## src/rtl/xdk_pkg.sv

```systemverilog
// Shared types, constants and tables for the X-drive kinematics block.
package xdk_pkg;

  localparam int NUM_LANES = 4;
  localparam int DIV_STEPS = 32;
  // input capture, products, numerators, divider setup, divider steps, output
  localparam int LATENCY   = 4 + DIV_STEPS + 1;
  localparam int CNT_W     = 5;

  localparam logic [15:0] RADIUS_RST   = 16'd3277;
  localparam logic [15:0] HALF_LEN_RST = 16'd6554;
  localparam logic [15:0] HALF_WID_RST = 16'd6554;
  localparam logic [15:0] ANGLE_RST    = 16'd6434;

  localparam logic signed [35:0] PI_Q30      = 36'sd3373259426;
  localparam logic signed [35:0] HALF_PI_Q30 = 36'sd1686629713;
  localparam logic signed [33:0] GAIN_Q30    = 34'sd652032874;
  localparam longint unsigned    EPS_Q30     = 64'd1073;

  localparam logic signed [32:0] RES_MAX = 33'sd2147483647;
  localparam logic signed [32:0] RES_MIN = -33'sd2147483648;

  typedef enum logic [3:0] {
    CFG_RADIUS   = 4'd0,
    CFG_HALF_LEN = 4'd1,
    CFG_HALF_WID = 4'd2,
    CFG_ANGLE    = 4'd3
  } cfg_idx_e;

  typedef enum logic [1:0] {
    STATUS_OK    = 2'd0,
    STATUS_DEGEN = 2'd1,
    STATUS_SAT   = 2'd2
  } status_e;

  typedef struct packed {
    logic signed [31:0] c;
    logic signed [31:0] s;
    logic signed [32:0] arm;
    logic [15:0]        radius;
    logic               degen;
    logic               rzero;
  } geom_t;

  typedef struct packed {
    logic [63:0] rem;
    logic [31:0] den;
    logic [31:0] quo;
    logic        neg;
    logic        ovf;
  } div_lane_t;

  function automatic logic [29:0] atan_q30(input logic [CNT_W-1:0] idx);
    logic [29:0] v;
    case (idx)
      5'd0:  v = 30'd843314857;
      5'd1:  v = 30'd497837829;
      5'd2:  v = 30'd263043837;
      5'd3:  v = 30'd133525159;
      5'd4:  v = 30'd67021687;
      5'd5:  v = 30'd33543516;
      5'd6:  v = 30'd16775851;
      5'd7:  v = 30'd8388437;
      5'd8:  v = 30'd4194283;
      5'd9:  v = 30'd2097149;
      5'd10: v = 30'd1048576;
      5'd11: v = 30'd524288;
      5'd12: v = 30'd262144;
      5'd13: v = 30'd131072;
      5'd14: v = 30'd65536;
      5'd15: v = 30'd32768;
      5'd16: v = 30'd16384;
      5'd17: v = 30'd8192;
      5'd18: v = 30'd4096;
      5'd19: v = 30'd2048;
      5'd20: v = 30'd1024;
      5'd21: v = 30'd512;
      5'd22: v = 30'd256;
      5'd23: v = 30'd128;
      5'd24: v = 30'd64;
      5'd25: v = 30'd32;
      5'd26: v = 30'd16;
      5'd27: v = 30'd8;
      5'd28: v = 30'd4;
      5'd29: v = 30'd2;
      5'd30: v = 30'd1;
      default: v = 30'd0;
    endcase
    return v;
  endfunction

endpackage

```

## src/rtl/xdk_geom.sv

```systemverilog
// Geometry registers and the sequencer that derives cosine, sine and lever arm.
module xdk_geom #(
  parameter int TRIG_ITERATIONS = 16
) (
  input  logic          clk_i,
  input  logic          rst_ni,
  input  logic          cfg_we_i,
  input  logic [3:0]    cfg_addr_i,
  input  logic [15:0]   cfg_data_i,
  output xdk_pkg::geom_t geom_o,
  output logic          busy_o
);
  import xdk_pkg::*;

  localparam longint unsigned TolShift = 64'd1 << (31 - TRIG_ITERATIONS);
  localparam logic [32:0] Tol = (TolShift < EPS_Q30) ? 33'(EPS_Q30) : 33'(TolShift);
  localparam logic [CNT_W-1:0] CntLast = CNT_W'(TRIG_ITERATIONS - 1);

  typedef enum logic [6:0] {
    G_ANGLE = 7'b0000001,
    G_ROT   = 7'b0000010,
    G_FLIP  = 7'b0000100,
    G_PROD  = 7'b0001000,
    G_ARM   = 7'b0010000,
    G_CHK   = 7'b0100000,
    G_DONE  = 7'b1000000
  } geom_state_e;

  geom_state_e state_q, state_d;
  logic [CNT_W-1:0] cnt_q;
  logic [15:0] radius_q, half_len_q, half_wid_q, angle_q;

  logic signed [35:0] ang_q;
  logic signed [33:0] x_q, y_q;
  logic               flip_q;
  logic signed [31:0] c_q, s_q;
  logic signed [48:0] prod_l_q, prod_w_q;
  logic signed [32:0] arm_q;
  logic               degen_q, rzero_q;

  logic signed [35:0] ang_ext, atan_ext;
  logic signed [33:0] dx, dy;
  logic [31:0] c_abs, s_abs;
  logic [32:0] arm_abs;

  assign ang_ext  = {{3{angle_q[15]}}, angle_q, 17'd0};
  assign atan_ext = $signed(36'(atan_q30(cnt_q)));
  assign dx       = y_q >>> cnt_q;
  assign dy       = x_q >>> cnt_q;
  assign c_abs    = c_q[31] ? 32'(-c_q) : 32'(c_q);
  assign s_abs    = s_q[31] ? 32'(-s_q) : 32'(s_q);
  assign arm_abs  = arm_q[32] ? 33'(-arm_q) : 33'(arm_q);

  always_comb begin
    state_d = state_q;
    case (state_q)
      G_ANGLE: state_d = G_ROT;
      G_ROT:   if (cnt_q == CntLast) state_d = G_FLIP;
      G_FLIP:  state_d = G_PROD;
      G_PROD:  state_d = G_ARM;
      G_ARM:   state_d = G_CHK;
      G_CHK:   state_d = G_DONE;
      G_DONE:  state_d = G_DONE;
      default: state_d = G_ANGLE;
    endcase
    // any register write restarts the derivation
    if (cfg_we_i) state_d = G_ANGLE;
  end

  always_ff @(posedge clk_i or negedge rst_ni) begin
    if (!rst_ni) begin
      state_q    <= G_ANGLE;
      cnt_q      <= '0;
      radius_q   <= RADIUS_RST;
      half_len_q <= HALF_LEN_RST;
      half_wid_q <= HALF_WID_RST;
      angle_q    <= ANGLE_RST;
    end else begin
      state_q <= state_d;
      cnt_q   <= (state_q == G_ROT) ? cnt_q + 1'b1 : '0;
      if (cfg_we_i) begin
        case (cfg_addr_i)
          CFG_RADIUS:   radius_q   <= cfg_data_i;
          CFG_HALF_LEN: half_len_q <= cfg_data_i;
          CFG_HALF_WID: half_wid_q <= cfg_data_i;
          CFG_ANGLE:    angle_q    <= cfg_data_i;
          default: ;
        endcase
      end
    end
  end

  always_ff @(posedge clk_i) begin
    case (state_q)
      G_ANGLE: begin
        // fold the angle into plus or minus half pi and remember the sign flip
        if (ang_ext > HALF_PI_Q30) begin
          ang_q  <= ang_ext - PI_Q30;
          flip_q <= 1'b1;
        end else if (ang_ext < -HALF_PI_Q30) begin
          ang_q  <= ang_ext + PI_Q30;
          flip_q <= 1'b1;
        end else begin
          ang_q  <= ang_ext;
          flip_q <= 1'b0;
        end
        x_q <= GAIN_Q30;
        y_q <= '0;
      end
      G_ROT: begin
        if (!ang_q[35]) begin
          x_q   <= x_q - dx;
          y_q   <= y_q + dy;
          ang_q <= ang_q - atan_ext;
        end else begin
          x_q   <= x_q + dx;
          y_q   <= y_q - dy;
          ang_q <= ang_q + atan_ext;
        end
      end
      G_FLIP: begin
        c_q <= flip_q ? 32'(-x_q) : 32'(x_q);
        s_q <= flip_q ? 32'(-y_q) : 32'(y_q);
      end
      G_PROD: begin
        prod_l_q <= 49'($signed({1'b0, half_len_q})) * 49'(s_q);
        prod_w_q <= 49'($signed({1'b0, half_wid_q})) * 49'(c_q);
      end
      G_ARM: arm_q <= 33'((prod_l_q + prod_w_q + 49'sd32768) >>> 16);
      G_CHK: begin
        degen_q <= (33'(c_abs) <= Tol) || (33'(s_abs) <= Tol) || (arm_abs <= Tol);
        rzero_q <= (radius_q == '0);
      end
      default: ;
    endcase
  end

  assign busy_o        = (state_q != G_DONE);
  assign geom_o.c      = c_q;
  assign geom_o.s      = s_q;
  assign geom_o.arm    = arm_q;
  assign geom_o.radius = radius_q;
  assign geom_o.degen  = degen_q;
  assign geom_o.rzero  = rzero_q;

endmodule

```

## config.mk

```make
export PLATFORM = sky130hd
export DESIGN_NAME = xdk_geom
export DESIGN_NICKNAME = d
export VERILOG_FILES = /design/src/rtl/xdk_pkg.sv /design/src/rtl/xdk_geom.sv
export SDC_FILE = /design/constraint.sdc
export NUM_CORES = 2
export LEC_CHECK = 0
export BUFFER_PORTS_ARGS = -buffer_cell sky130_fd_sc_hd__clkbuf_2
export CORE_MARGIN = 10
export CORE_UTILIZATION = 45
export DETAILED_ROUTE_END_ITERATION = 10
export HOLD_SLACK_MARGIN = 0.02
export SYNTH_ARGS = -nofsm -noshare
export SYNTH_HDL_FRONTEND = slang
export SYNTH_SLANG_ARGS = --single-unit
```

## constraint.sdc

```tcl
create_clock -name clk_i -period 11.28 [get_ports clk_i]
set_input_delay 2.256 -clock clk_i [delete_from_list [all_inputs] [get_ports clk_i]]
set_output_delay 2.256 -clock clk_i [all_outputs]
set_load 0.02 [all_outputs]
```

Word-level counts from Yosys, hierarchy flattened
Memories as Yosys holds them, arrays and structs flattened. Index checks and enable logic that the tools add are counted.

Bits in registers: 378. Memory bits (read-only): 960. Input bits: 23. Output and inout port bits: 116. Logic and storage cells: 84. Memories kept: 1.

$add $sub $neg: 16. Multiply operators: 2. Order comparisons: 5. Equality and inequality tests: 13. Shift operators: 2. Mux-type cells: 18. Reductions and logical operators: 10.

Memory list: (no name shown) (depth 32, bits a word 30, rd ports 1, clocked after Yosys merged registers in 0, write ports 0, RTL line xdk_pkg.sv:55) `case (idx)`.

Operator list (count): case mux 34 bit (2 select lines) (2); 2-to-1 mux 32 bit (4); negation 32 bit (4); 2-to-1 mux 36 bit (3); multiplier 17 x 32 -> 49 bit (2); case mux 36 bit (2 select lines) (1); adder 34 bit (2); 2-to-1 mux 34 bit (2); >>> shifter 34 x 5 -> 34 bit (2); subtractor 34 bit (2); <= comparator 32 x 16 -> 1 bit (second input constant) (2); adder 49 x 17 -> 49 bit (second input constant) (1); adder 49 bit (1); case mux 7 bit (6 select lines) (1); adder 36 x 31 -> 36 bit (1); subtractor 36 x 31 -> 36 bit (1); adder 33 x 33 -> 34 bit (second input constant) (1); subtractor 33 x 33 -> 34 bit (second input constant) (1); > comparator 33 x 32 -> 1 bit (second input constant) (1); <= comparator 33 x 16 -> 1 bit (second input constant) (1); less-than comparator 33 x 32 -> 1 bit (second input constant) (1); 2-to-1 mux 33 bit (1); negation 33 bit (1); zero test 16 bit (1); other kinds (21) (27).

Longest topological paths before layout
Word-level depth: 5. Gate-level depth with buffers: 34. Mapped depth without buffers: 27.

Least setup slack after synthesis
Ideal clock, no wire load.

Path kind: reg2reg. Start point: register state_q[2]. End point: register prod_l_q[0], enable pin. Library setup time: 0.699 ns. Arrival time: 8.020 ns. Required time: 10.581 ns. Path slack: 2.561 ns. Cell stages (with the launch flop): 4. Clock period less this slack: 8.719 ns. Cells stage by stage: dfrtp_1 nor3_1 nand2_1 nor3b_1.

Cells in the longest elaborated chain, start to end: 1.

Ends and longest elaborated chain: start: declaration (RTL line xdk_geom.sv:29) `geom_state_e state_q, state_d;`; start signal: assignment (RTL line xdk_geom.sv:79) `state_q <= state_d;`; == test 7 x 4 -> 1 bit (RTL line xdk_geom.sv:94) `case (state_q)`; end signal: assignment (RTL line xdk_geom.sv:126) `prod_l_q <= 49'($signed({1'b0, half_len_q})) * 49'(s_q);`; end: declaration (RTL line xdk_geom.sv:37) `logic signed [48:0] prod_l_q, prod_w_q;`.

No other way between the ends. A chain may end at the register's enable or synchronous reset.

Worst setup path in the final report
Start point: register half_wid_q[8]. End point: register prod_w_q[47], data pin.

Cells in the longest elaborated chain, start to end: 1.

Ends and longest elaborated chain: start: declaration (RTL line xdk_geom.sv:31) `logic [15:0] radius_q, half_len_q, half_wid_q, angle_q;`; start signal: assignment (RTL line xdk_geom.sv:85) `CFG_HALF_WID: half_wid_q <= cfg_data_i;`; multiplier 17 x 32 -> 49 bit (RTL line xdk_geom.sv:127) `prod_w_q <= 49'($signed({1'b0, half_wid_q})) * 49'(c_q);`; end signal: assignment (RTL line xdk_geom.sv:127); end: declaration (RTL line xdk_geom.sv:37).

No other way between the ends.

==> out/metrics.cfg <==
[run_status]
status=finished, final reports clean

[worst_hold_path]
hp-class=flop to flop

[grt]
grt.overflow.total=0
grt_max_degree=78
grt_pass1_wl_um=307500
grt.total_usage_pct=24.33
antenna_found_initial=6
grt_pass1_vias=51760

[critical_path]
reg2reg_setup_slack_ns=3.04
cp-end-kind=flop
cp.required_ns=11.64
worstSetupStartpointType=flop
max_stage_delay_ns=1.16
crit_arrival_ns=8.60
path_class=flop to flop
cp_cell_sequence=nand2_1 -> fa_1 -> inv_1 -> fa_1 -> inv_1 -> fa_1 -> inv_1 -> fa_1 -> fa_1 -> inv_1 -> fa_1 -> inv_1 -> ha_1 -> nand4_1 -> o21ai_0 -> a31oi_1 -> o41ai_1 -> a221oi_1 -> o21ai_0 -> a211o_1 -> a21oi_1 -> o21ai_0 -> xor2_1
cp_common_cell=fa_1
critical_path.top_delay_family=adder cells
cp_slowest_cell=dfstp_2
worst-path-max-fanout=33
path_buf_inv=5

[clock_tree]
insertion_delay_ns=0.64
cts.sinks=378
cts_tree=built
clk_pin_slew_ns=0.06
cts_buffers=45
root_buffer=clkbuf_16
htree_levels=2
hold_buffers=0
cts_buffer_depth=3
cts_resized=0
post_cts_buffers=0

[logic_synthesis]
ys_seq_area_share_pct=16.88
synth.distinct_cells=104
syn_nets=8468
synth_edf_count=302
syn_inst=7019
synth_top_area_cell=fa_1
ys.flop_type=edfxtp_1
yosys.area.top_type_share_pct=30.12
synthArstFlopShare_pct=20.11
ys_warn_count=0
ys_seq_elements=378
syn_area_sq_mm=0.06520
synth.most_common_cell=inv_1
synthTopCellsByCount=inv_1 (1254), fa_1 (981), nand2_1 (836), and2_1 (492), ha_1 (445)
avgSynthCellArea_sq_um=9.290
ys_top_cells_by_area=fa_1 (30%), edfxtp_1 (14%), ha_1 (8.5%)

[sta]
rsz0062_at_grt=false
period_share_pct=73.07
max_freq_ghz=0.1213
fin_skew_ns=0.03668
worst_slew_pin_slew_ns=1.249
final_max_slew_viol_count=0
post-route-min-period_ns=8.242
relSlewSlack_pct=16.76
setup_violations=0
hold_viol=0
fin_setup_tns_ns=0

[detailed_routing]
viasPerCell=5.636
dr_total_vias=50080
wirelength_um=197800
drc=0
first_pass_iters=5
wl_per_cell_um=22.26
first_iter_violations=4050
postRouteAntennaNets=0

[place]
hpwl_um=151500
port_buffers=138
place.gp.congestion=0.9563

[floorplanning]
fp.dieH_um=400.7
design.die.area_sq_mm=0.1605
coreArea_sq_mm=0.1438
rows=139
die_x_um=400.7
initial_utilization_pct=45.33
design.portCount=139

[layout]
syn2layout_area_growth_pct=6.004
utilization_pct=48.06
nNetsFinal=8392
drive_above_1_share_pct=7.880

[flow_run]
drv_cap=0

-- sequential cells by signal, summed over array words and instances, names as in the netlist, 32 cells and up --
signal and flops:
prod_l_q 49, prod_w_q 49, ang_q 36, x_q 34, y_q 34, arm_q 33, c_q 32, s_q 32
-- cell type report --
| type | count | area, sq um |
|---|---|---|
| tap | 1903 | 2381 |
| clock inverter | 30 | 366.6 |
| clock buffer | 54 | 1211 |
| multi-input combinational | 5030 | 48030 |
| fill | 13610 | 74710 |
| inverter | 1257 | 4718 |
| antenna | 2 | 5.005 |
| sequential | 378 | 11020 |
| timing repair buffer | 231 | 1391 |
-- metrics by stage --
step           setup WS, ns  area [sq um]  instances  hold WS, ns
2_1_floorplan         2.561         65200       7019       0.4941
3_3_place_gp          3.247         67540       8799       0.4914
3_5_place_dp          3.112         67540       8799       0.4969
4_1_cts               3.082         69110       8883       0.5099
5_1_grt               2.548         69120       8884       0.5346
6_report              3.038         69120       8885       0.5080
-- per-layer routing --
metal | part of all wire, % | vias up | track usage, %
li1 | - | 22460 | -
met1 | 42 | 25530 | 32.32
met2 | 46 | 1745 | 39.74
met3 | 8.2 | 347 | 5.262
met4 | 3.3 | 2 | 7.249
met5 | 0.0045 | - | 0
-- placed cells by master (no fill, tap or decap), types with 89 or more instances in the layout --
master | Yosys | final
inv_1 | 1254 | 1253
a21o_1 | 124 | 124
and2_1 | 492 | 492
xor2_1 | 115 | 115
mux2_2 | 89 | 89
nand2_1 | 836 | 836
a21oi_1 | 292 | 292
xnor2_1 | 264 | 264
buf_4 | 10 | 94
clkbuf_2 | 2 | 137
edfxtp_1 | 302 | 302
fa_1 | 981 | 981
ha_1 | 445 | 445
o21ai_0 | 198 | 198
nor2_1 | 237 | 237
-- cell families after synthesis --
logic type               synth area share [%]
AO/OA/AOI/OAI                           10.35
XOR/XNOR                                5.091
adder cells (fa/ha/maj)                 38.67
buffers and inverters                   9.520
flip-flops                              16.88
multiplexers                            4.463
AND/OR/NAND/NOR                         15.03
-- final timing paths --
| path | from | endpoint | cells past startpoint |
|---|---|---|---|
| max | half_wid_q[8] | prod_w_q[47] | 23 |
| min | half_len_q[13] | half_len_q[13] | 1 |
| max reg2reg | half_wid_q[8] | prod_w_q[47] | 23 |
| min reg2reg | half_len_q[13] | half_len_q[13] | 1 |
| max in group asynchronous | rst_ni | radius_q[1] | 2 |
| min in group asynchronous | rst_ni | cnt_q[1] | 1 |
Power is not shown: default switching activity piles up to over one toggle a cycle in this logic, so the estimate is an artifact.
